**src/dnc_pkg.sv**
```systemverilog
// Shared types and constants for the decimated normalized correlation block.
// No dependencies.
`default_nettype none
package dnc_pkg;
    localparam int ACC_W = 64;
    localparam int Q_W = 16;
    localparam int QUEUE_DEPTH = 4;
    localparam int QUEUE_AW = 2;

    typedef struct packed {
        logic [ACC_W-1:0] sum_a;
        logic [ACC_W-1:0] sum_b;
        logic [ACC_W-1:0] sum_c;
    } dnc_job_t;

    typedef enum logic [2:0] {
        BE_IDLE,
        BE_PREP,
        BE_SEARCH,
        BE_MUL,
        BE_CMP,
        BE_OUT
    } dnc_be_state_t;
endpackage
`default_nettype wire

```
**src/dnc_queue.sv**
```systemverilog
// Short FIFO of accumulated sums between front and back end.
// Depends on dnc_pkg.
`default_nettype none
module dnc_queue (
    input  wire logic          aclk,
    input  wire logic          aresetn,
    input  wire logic          in_valid,
    output logic               in_ready,
    input  dnc_pkg::dnc_job_t  in_job,
    output logic               out_valid,
    input  wire logic          out_ready,
    output dnc_pkg::dnc_job_t  out_job
);
    import dnc_pkg::*;

    dnc_job_t          mem [QUEUE_DEPTH];
    logic [QUEUE_AW-1:0] wr_reg, rd_reg;
    logic [QUEUE_AW:0]   cnt_reg;
    logic              push, pop;

    assign in_ready = (cnt_reg != (QUEUE_AW + 1)'(QUEUE_DEPTH));
    assign out_valid = (cnt_reg != '0);
    assign push = in_valid && in_ready;
    assign pop = out_valid && out_ready;
    assign out_job = mem[rd_reg];

    always_ff @(posedge aclk) begin
        if (push) begin
            mem[wr_reg] <= in_job;
        end
    end

    always_ff @(posedge aclk) begin
        if (!aresetn) begin
            wr_reg  <= '0;
            rd_reg  <= '0;
            cnt_reg <= '0;
        end else begin
            if (push) wr_reg <= wr_reg + 1'b1;
            if (pop) rd_reg <= rd_reg + 1'b1;
            cnt_reg <= cnt_reg + (QUEUE_AW + 1)'(push) - (QUEUE_AW + 1)'(pop);
        end
    end
endmodule
`default_nettype wire

```
**config.mk**
```make
export PLATFORM = sky130hd
export DESIGN_NAME = dnc_queue
export DESIGN_NICKNAME = d
export VERILOG_FILES = /design/src/dnc_pkg.sv /design/src/dnc_queue.sv
export SDC_FILE = /design/constraint.sdc
export NUM_CORES = 1
export LEC_CHECK = 0
export BUFFER_PORTS_ARGS = -buffer_cell sky130_fd_sc_hd__buf_4
export CAP_MARGIN = 20
export CORE_MARGIN = 4
export CORE_UTILIZATION = 35
export CTS_BUF_LIST = sky130_fd_sc_hd__clkbuf_4 sky130_fd_sc_hd__clkbuf_8
export DETAILED_ROUTE_END_ITERATION = 6
export PLACE_DENSITY_LB_ADDON = 0.08
export SYNTH_ARGS = -nofsm -noshare
export SYNTH_HDL_FRONTEND = slang
export SYNTH_SLANG_ARGS = --single-unit
```
**constraint.sdc**
```tcl
create_clock -name aclk -period 10.8 [get_ports aclk]
set_input_delay 0.54 -clock aclk [delete_from_list [all_inputs] [get_ports aclk]]
set_output_delay 0.54 -clock aclk [all_outputs]
set_load 0.05 [all_outputs]
```
==> impl_results.md <==
* Outcome: completed
* Final net count at 1948
* Hold Path End: wr_reg[0]$_SDFFE_PN0P_
* Detailed-route wire length per cell at 21.88 um
* Core ar. at 80420 um^2
* Synth warn at 0
* Syn nets at 1254
* Reg2reg start: cnt_reg[1]$_SDFF_PN0_
* Reg-to-reg slack, setup at 6800 ps
* Worst slew margin at 0.3156
* WP depth at 4
* Crit. End Element: primary output
* Reg2Reg Depth at 5
* Share of layout cells above drive strength 1 at 0.4383
* Die height at 292.7 um
* First-pass GRT wire length at 94750 um
* HP Start: in_valid
* FF+latch area at 23250 um^2
* CTS H-tree depth at 4
* RSZ-0062 raised after global routing: no
* Mapped Avg Cell Area at 27.00 um^2
* Port Buffers at 389
* PD cells at 249.7 nW/um^2
* VDD IR max at 0.1760 mV
* Die X-Extent at 292.7 um
* Sequential share of the synthesized area at 0.8191
* Drt total wl at 63540 um
* Clock Latency Late Sink at 740 ps
* Crit-path max FO at 56
* Crit path arrival time at 3850 ps
* Hold Crit Class: in2reg
* Vias in the first global route at 15241
* Clk buf depth at 3
* Number of synthesized flops with an enable pin at 768
* Cts bufs inserted at 136
* Synth unique cells at 21
* Kind of critical path: reg2out
* Leak at 0.01234 uW
* Vias per cell at 4.688
* Starting Density at 0.3529
* Placer Congestion at 0.7036
* Sink Count at 777
* Startpoint types: register
* Synth-to-Final Area Change at 29.32%
* All-layer global routing usage at 0.1477
* Ys async rst share at 0
* Cells after Synth at 1051
* Setup-failing EPs final at 0
* Synthesized flop and latch total at 777
* Worst path slowest cell: buf_4
* Initial antenna violation count at 6
* Clk slew on worst S/H paths at 60 ps
* Pre-CTS WS at 6549 ps
* Initial drt markers at 617
* Main synth FF type: edfxtp_1
* Worst Path Buf+Inv at 3
* Vias at 13613
* Post-route minimum period at 4391 ps
* Final worst slack at 6409 ps
* Max incr delay on CP at 840 ps
* Setup TNS at 0 ps
* Clock skew at 31.45 ps
* Max-Cap Viols at 0
* Req. time, crit path at 10260 ps
* Largest net degree at the start of global routing at 102
* # fillers at 6987
* Most used cell, CP: buf_4
* Die ar. at 85690 um^2
* IO Pins at 390
* Max Freq at 227.7 MHz
* Footprint of the multi-input gates at 4601 um^2
* Cell family with most CP delay: buffers and inverters
* Clock Tree Root: clkbuf_8
* Final hold violations at 0
* Hold slack at 320.8 ps
* Max FFs per register at 768
* Post-CTS Setup Inserts at 0
* RR Endpoint: mem[1][134]$_DFFE_PP_
* Power, Total at 9162 uW
* Overflow after GRT at 0
* Antenna-violating nets left at 0
* Most common cell after layout, fill and taps aside: edfxtp_1
* Hold path cells at 3
* Least-Margin Pin Slew at 1027 ps
* Most frequent cells in the layout: edfxtp_1 (768), buf_4 (406), dlygate4sd3_1 (193)
* Synthesized area at 28380 um^2
* Pins Over Slew Limit at 0
* Detailed-placement wirelength estimate at 36370 um
* Period utilisation layout at 0.4066
* Critical path, cell by cell: buf_4, buf_4, mux4_2, buf_4
* # rows at 104
* Drt pass-1 iters at 6
* Residual DRC count at 0
* CTS tree: built
==> worst max path at each step <==
stage	end	slack (ps)
after floorplan	mem[0][0]$_DFFE_PP_	4880
after global placement	mem[1][158]$_DFFE_PP_	6620
after detailed placement	mem[1][120]$_DFFE_PP_	6550
after CTS	out_job[155]	6190
after global routing	out_job[155]	6060
final	out_job[160]	6410
==> report_power, final <==
part	switching, uW	leakage (uW)	internal (uW)	total [uW]
clock network	1150	0.00131	1320	2460
logic	1930	0.00392	1010	2940
registers	96.7	0.00711	3660	3750
total	3170	0.0123	5990	9160
==> cell families after synthesis <==
logic type,Yosys count,synth area share
AOI/OAI and AO/OA,3,0.0008821
xor gates and xnor gates,4,0.001234
adders and majority gates,7,0.003351
buffers and inverters,49,0.01914
DFF,777,0.8191
muxes,194,0.1531
and+or+nand+nor,17,0.003219
==> what timing repair did <==
item,in CTS,in global routing
hold buffers,193,0
endpoints found under the hold margin,770,0
resized for setup,0,0
==> worst register-to-register path: cells and delay by family (launching register included) <==
kind | cells | cell delay [ps]
compound gates | 1 | 500
buf+inv | 2 | 1750
flops | 1 | 460
simple gates | 2 | 870
==> per-layer routing <==
layer,global-route usage,vias to the layer above,share of wire
li1,-,5971,-
met1,0.1830,7139,0.41
met2,0.2445,382,0.50
met3,0.05163,117,0.070
met4,0.04739,4,0.022
met5,0,-,0.00038
==> through the flow <==
step | cells | util | area, um^2
after global routing | 2902 | 0.4563 | 36690
final | 2904 | 0.4563 | 36700
after global placement | 2474 | 0.4012 | 32260
after floorplan | 1051 | - | 28380
after CTS | 2899 | 0.4562 | 36680
after detailed placement | 2474 | 0.4012 | 32260
==> cell usage after synthesis (2+ instances only) <==
cell type,count,area share
ha_1,6,0.0026
inv_1,5,0.00066
buf_2,18,0.0032
clkbuf_1,4,0.00053
xnor2_1,4,0.0012
mux2i_1,2,0.00071
nand2_1,5,0.00066
and2_1,7,0.0015
edfxtp_1,768,0.81
buf_12,20,0.014
mux4_2,192,0.15
dfxtp_1,9,0.0063
nor2b_1,3,0.00066
==> layout make-up <==
type	count	share of cell area
flip-flops and latches	777	0.6336
clock inverters	56	0.008456
multi-input cells	225	0.1254
inverters	5	0.0005114
repair buffers	600	0.1362
well taps	1060	0.03614
clock buffers	176	0.05936
diodes	5	0.0003410
Power figures use the tool's default switching activity.
