--- src/dnc_pkg.sv ---
// Shared types and constants for the decimated normalized correlation block.
// No dependencies.
`default_nettype none
package dnc_pkg;
    localparam int ACC_W = 64;
    localparam int Q_W = 16;
    localparam int QUEUE_DEPTH = 4;
    localparam int QUEUE_AW = 2;

    typedef struct packed {
        logic [ACC_W-1:0] sum_a;
        logic [ACC_W-1:0] sum_b;
        logic [ACC_W-1:0] sum_c;
    } dnc_job_t;

    typedef enum logic [2:0] {
        BE_IDLE,
        BE_PREP,
        BE_SEARCH,
        BE_MUL,
        BE_CMP,
        BE_OUT
    } dnc_be_state_t;
endpackage
`default_nettype wire

--- src/dnc_front.sv ---
// Front end: decimation phase and saturating multiply-accumulate.
// Depends on dnc_pkg.
`default_nettype none
module dnc_front #(
    parameter int SAMPLE_BITS = 24
) (
    input  wire logic                    aclk,
    input  wire logic                    aresetn,
    input  wire logic                    cfg_we,
    input  wire logic [15:0]             cfg_wdata,
    input  wire logic                    s_valid,
    output logic                         s_ready,
    input  wire logic [23:0]             s_long_sample,
    input  wire logic [23:0]             s_short_sample,
    input  wire logic                    s_last_item,
    output logic                         job_valid,
    input  wire logic                    job_ready,
    output dnc_pkg::dnc_job_t            job
);
    import dnc_pkg::*;

    localparam int PRODUCT_W = 2 * SAMPLE_BITS;

    logic [15:0]      ratio_reg;
    logic [15:0]      phase_reg;
    logic [ACC_W-1:0] sa_reg, sb_reg, sc_reg;
    logic             p_valid_reg, p_last_reg, p_use_reg;
    logic [PRODUCT_W-1:0] pa_reg, pb_reg, pc_reg;
    logic             j_valid_reg;
    dnc_job_t         j_reg;
    logic [SAMPLE_BITS-1:0] ls, ss;
    logic [15:0]      step, phase_inc;
    logic [ACC_W:0]   na, nb, nc;
    logic [ACC_W-1:0] fa, fb, fc;
    logic             stall;

    assign ls = s_long_sample[SAMPLE_BITS-1:0];
    assign ss = s_short_sample[SAMPLE_BITS-1:0];
    assign step = (ratio_reg == 16'd0) ? 16'd1 : ratio_reg;
    assign phase_inc = phase_reg + 16'd1;
    assign stall = j_valid_reg && !job_ready;
    assign s_ready = !stall;

    always_comb begin
        na = {1'b0, sa_reg} + (ACC_W + 1)'(pa_reg);
        nb = {1'b0, sb_reg} + (ACC_W + 1)'(pb_reg);
        nc = {1'b0, sc_reg} + (ACC_W + 1)'(pc_reg);
        fa = na[ACC_W] ? '1 : na[ACC_W-1:0];
        fb = nb[ACC_W] ? '1 : nb[ACC_W-1:0];
        fc = nc[ACC_W] ? '1 : nc[ACC_W-1:0];
        if (!p_use_reg) begin
            fa = sa_reg;
            fb = sb_reg;
            fc = sc_reg;
        end
    end

    always_ff @(posedge aclk) begin
        if (!aresetn) begin
            ratio_reg   <= 16'd1;
            phase_reg   <= '0;
            sa_reg      <= '0;
            sb_reg      <= '0;
            sc_reg      <= '0;
            p_valid_reg <= 1'b0;
            p_use_reg   <= 1'b0;
            p_last_reg  <= 1'b0;
            j_valid_reg <= 1'b0;
        end else begin
            if (cfg_we) begin
                ratio_reg <= cfg_wdata;
            end
            if (!stall && p_valid_reg && p_last_reg) begin
                j_valid_reg <= 1'b1;
            end else if (job_ready) begin
                j_valid_reg <= 1'b0;
            end
            if (!stall) begin
                if (p_valid_reg) begin
                    if (p_last_reg) begin
                        j_reg.sum_a <= fa;
                        j_reg.sum_b <= fb;
                        j_reg.sum_c <= fc;
                        sa_reg <= '0;
                        sb_reg <= '0;
                        sc_reg <= '0;
                    end else begin
                        sa_reg <= fa;
                        sb_reg <= fb;
                        sc_reg <= fc;
                    end
                end
                p_valid_reg <= s_valid;
                if (s_valid) begin
                    p_use_reg  <= (phase_reg == 16'd0);
                    p_last_reg <= s_last_item;
                    pa_reg <= PRODUCT_W'(ls) * PRODUCT_W'(ls);
                    pb_reg <= PRODUCT_W'(ss) * PRODUCT_W'(ss);
                    pc_reg <= PRODUCT_W'(ls) * PRODUCT_W'(ss);
                    if (s_last_item || phase_inc >= step) begin
                        phase_reg <= '0;
                    end else begin
                        phase_reg <= phase_inc;
                    end
                end
            end
        end
    end

    assign job_valid = j_valid_reg;
    assign job = j_reg;
endmodule
`default_nettype wire

--- config.mk ---
export PLATFORM = sky130hd
export DESIGN_NAME = dnc_front
export DESIGN_NICKNAME = d
export VERILOG_FILES = /design/src/dnc_pkg.sv /design/src/dnc_front.sv
export SDC_FILE = /design/constraint.sdc
export NUM_CORES = 2
export LEC_CHECK = 0
export BUFFER_PORTS_ARGS = -buffer_cell sky130_fd_sc_hd__buf_2
export CAP_MARGIN = 30
export CORE_ASPECT_RATIO = 0.5
export CORE_MARGIN = 2
export CORE_UTILIZATION = 39
export CTS_CLUSTER_DIAMETER = 50
export DETAILED_ROUTE_END_ITERATION = 7
export GPL_ROUTABILITY_DRIVEN = 0
export PLACE_DENSITY_LB_ADDON = 0.3
export SLEW_MARGIN = 0
export SYNTH_ARGS = -nofsm -noshare
export SYNTH_HDL_FRONTEND = slang
export SYNTH_SLANG_ARGS = --single-unit
--- constraint.sdc ---
create_clock -name aclk -period 8.6 [get_ports aclk]
set_clock_uncertainty 0.2 [all_clocks]
set_input_delay 0 -clock aclk [delete_from_list [all_inputs] [get_ports aclk]]
set_output_delay 0 -clock aclk [all_outputs]
set_load 0.1 [all_outputs]
==> metrics.yaml <==
outcome:
  run_status: "complete, no violations"
detailed_routing:
  route.antenna.remaining_nets: 0
  vias_per_cell: 5.24
  drc_errors: 0
  via_count: 61900
  drtIter0Drc: 4878
  routed_wirelength_um: 246000
  wl_per_cell_um: 20.8
  dr.pass1.iters: 6
die:
  floorplan.core_area_sq_um: 207000
  die_area_sq_um: 213000
  initial_core_util_pct: 39.3
  io-pin-count: 264
  rows: 118
  die_x_um: 651
  die_y_um: 327
timing:
  timing.final.crit_share_pct: 90.5
  setup-violations-final: 0
  finalWorstSetupSlack_ns: 0.815
  hold_violations: 0
  drv_slew: 0
  totalNegativeSetupSlack_ns: 0
  timing.slew.headroom_pct: 31.8
  unrepaired_setup_endpoints_after_global_routing: "no"
  max_freq_mhz: 128
  worstMarginPinSlew_ns: 1.02
  final.min_clock_period_ns: 7.79
clock_network:
  worst_skew_pair.late_latency_ns: 0.66
  cts_sinks: 562
  cts_max_level: 3
  postCtsSetupRepairBufs: 0
  ctsLongestPathBuffers: 3
  cts_resized: 0
  clkSlewWorstSetupHoldPaths_ns: 0.06
  cts_tree: "built"
  clock_tree.root_cell: "sky130_fd_sc_hd__clkbuf_16"
  cts-hold-fix-buffers: 76
  numCtsBuffers: 85
synth:
  post_synth_instance_area_sq_um: 81600
  synth-seq-area-share_pct: 17.9
  count_of_flip_flops_with_a_built_in_enable_after_synthesis: 334
  ys_dominant_reg_cell: "sky130_fd_sc_hd__edfxtp_1"
  synth.distinct_cells: 113
  synth.yosys.warnings: 0
  synthArstFlopShare_pct: 0
  synth_nets: 10900
  postSynthRegisterBits: 562
  synthesis.instances: 8848
  synth_area_per_cell_sq_um: 9.22
hold_path:
  worstHoldPathType: "in -> reg"
place:
  post_dp_cell_area_sq_um: 85900
  dp_hpwl_um: 193000
  post-place-ws_ns: 0.588
  place.port_buffers: 263
worst_setup_path:
  critical-path-slowest-cell: "sky130_fd_sc_hd__fa_1"
  worst_setup_path_end_kind: "register"
  slack_of_the_worst_reg_to_reg_path_ns: 3.74
  criticalPathCategory: "in -> reg"
  crit_path_max_fanout: 48
  cpPeakStageDelay_ns: 0.57
  worstPathArrival_ns: 8.01
  cp_data_required_time_ns: 8.83
  cp-start-kind: "input pin"
cells_and_area:
  fraction_of_final_layout_cells_sized_beyond_drive_strength_1_pct: 7.06
  most_common_cell_after_layout_fill_and_taps_aside: "sky130_fd_sc_hd__inv_1"
  num_antenna_cells: 0
  finalNetCount: 11100
  design_area_sq_um: 89700
  areaGrowthSynthToFinish_pct: 9.98
  largest_register_ff_count: 192
  commonest_cells_after_routing_fill_and_taps_aside: "1820 x sky130_fd_sc_hd__inv_1, 1328 x sky130_fd_sc_hd__fa_1, 878 x sky130_fd_sc_hd__nand2_1"
  final_core_utilization_pct: 43.2
global_route:
  grt_use_total_pct: 23.1
  antenna_found_initial: 14
  overflow: 0
  grt_pass1_wl_um: 378000
  first_global_vias: 63500
  grt_max_degree: 96
job:
  max-cap-violations: 0
-- cell families (layout without fill, tap and decap cells) --
group	after synthesis	after routing	share of synthesized area [%]
mux	36	36	0.459
simple gates	2312	2312	13.6
flops	562	562	17.9
fa+ha+maj	2016	2016	43.1
compound gates	1359	1359	11.0
xor+xnor	311	311	3.34
buf+inv	2252	2472	10.5
-- path summary, 6_finish.rpt --
check	endpoint	startpoint	cells after the start
worst max-delay path	pb_reg[47]	s_short_sample[2]	30
worst min-delay path	pb_reg[0]	s_short_sample[0]	3
worst max register to register	job[54]	sc_reg[0]	12
worst min register to register	sb_reg[42]	sb_reg[42]	2
-- critical path: cells and delay by family --
family	cells	cell delay, ns
fa+ha+maj	8	3.90
buf+inv	11	1.48
simple gates	5	1.47
compound gates	6	1.16
-- stage by stage --
step,instances,hold slack [ns]
2_1_floorplan,8848,-0.101
3_3_place_gp,11600,0.0202
3_5_place_dp,11600,0.0220
4_1_cts,11800,0.0293
5_1_grt,11800,0.0415
6_report,11800,0.0752
-- cell type report --
| type | count | area [sq um] |
|---|---|---|
| clock buffer | 105 | 2290 |
| fill | 20000 | 118000 |
| timing repair buffer | 485 | 3400 |
| inverter | 1827 | 6860 |
| multi-input combinational | 6034 | 58400 |
| clock inverter | 55 | 681 |
| tap | 2760 | 3450 |
| sequential | 562 | 14600 |
-- Yosys cell counts (all sizes together), types with 11 or more instances --
library cell / count / area share [%]
or3: 12 / 0.092
o21a: 41 / 0.38
mux2: 11 / 0.15
nand4: 81 / 0.62
o21ai: 225 / 1.4
and4: 13 / 0.14
o21bai: 45 / 0.41
a31oi: 126 / 0.99
a21o: 159 / 1.5
a21boi: 22 / 0.20
nor2: 474 / 2.2
xnor2: 205 / 2.2
and3: 48 / 0.37
a211o: 12 / 0.13
dfxtp: 228 / 5.6
o22a: 32 / 0.34
o31ai: 17 / 0.16
ha: 688 / 11
a211oi: 42 / 0.41
mux2i: 25 / 0.31
nor4: 20 / 0.19
xor2: 106 / 1.1
edfxtp: 334 / 12
nor2b: 46 / 0.35
or2: 12 / 0.092
inv: 1824 / 8.4
nand3: 98 / 0.62
a221oi: 16 / 0.19
a21oi: 392 / 2.4
and2: 495 / 3.8
nor3: 62 / 0.38
nand2: 879 / 4.1
a311oi: 15 / 0.16
a22o: 94 / 1.0
fa: 1328 / 33
o211ai: 26 / 0.27
o2111ai: 11 / 0.12
nand2b: 30 / 0.23
buf: 31 / 0.25
clkbuf: 393 / 1.9
-- metal layers --
metal	vias up	global-route usage, %	part of all wire (%)
met5	-	0	0.026
li1	28400	-	-
met2	2136	34.3	42
met1	31000	32.6	45
met4	12	6.87	3.0
met3	370	6.63	9.8
Power is left out: the tool's default activity adds up to more than one toggle a clock period on the data nets, which glitch-free logic cannot reach.
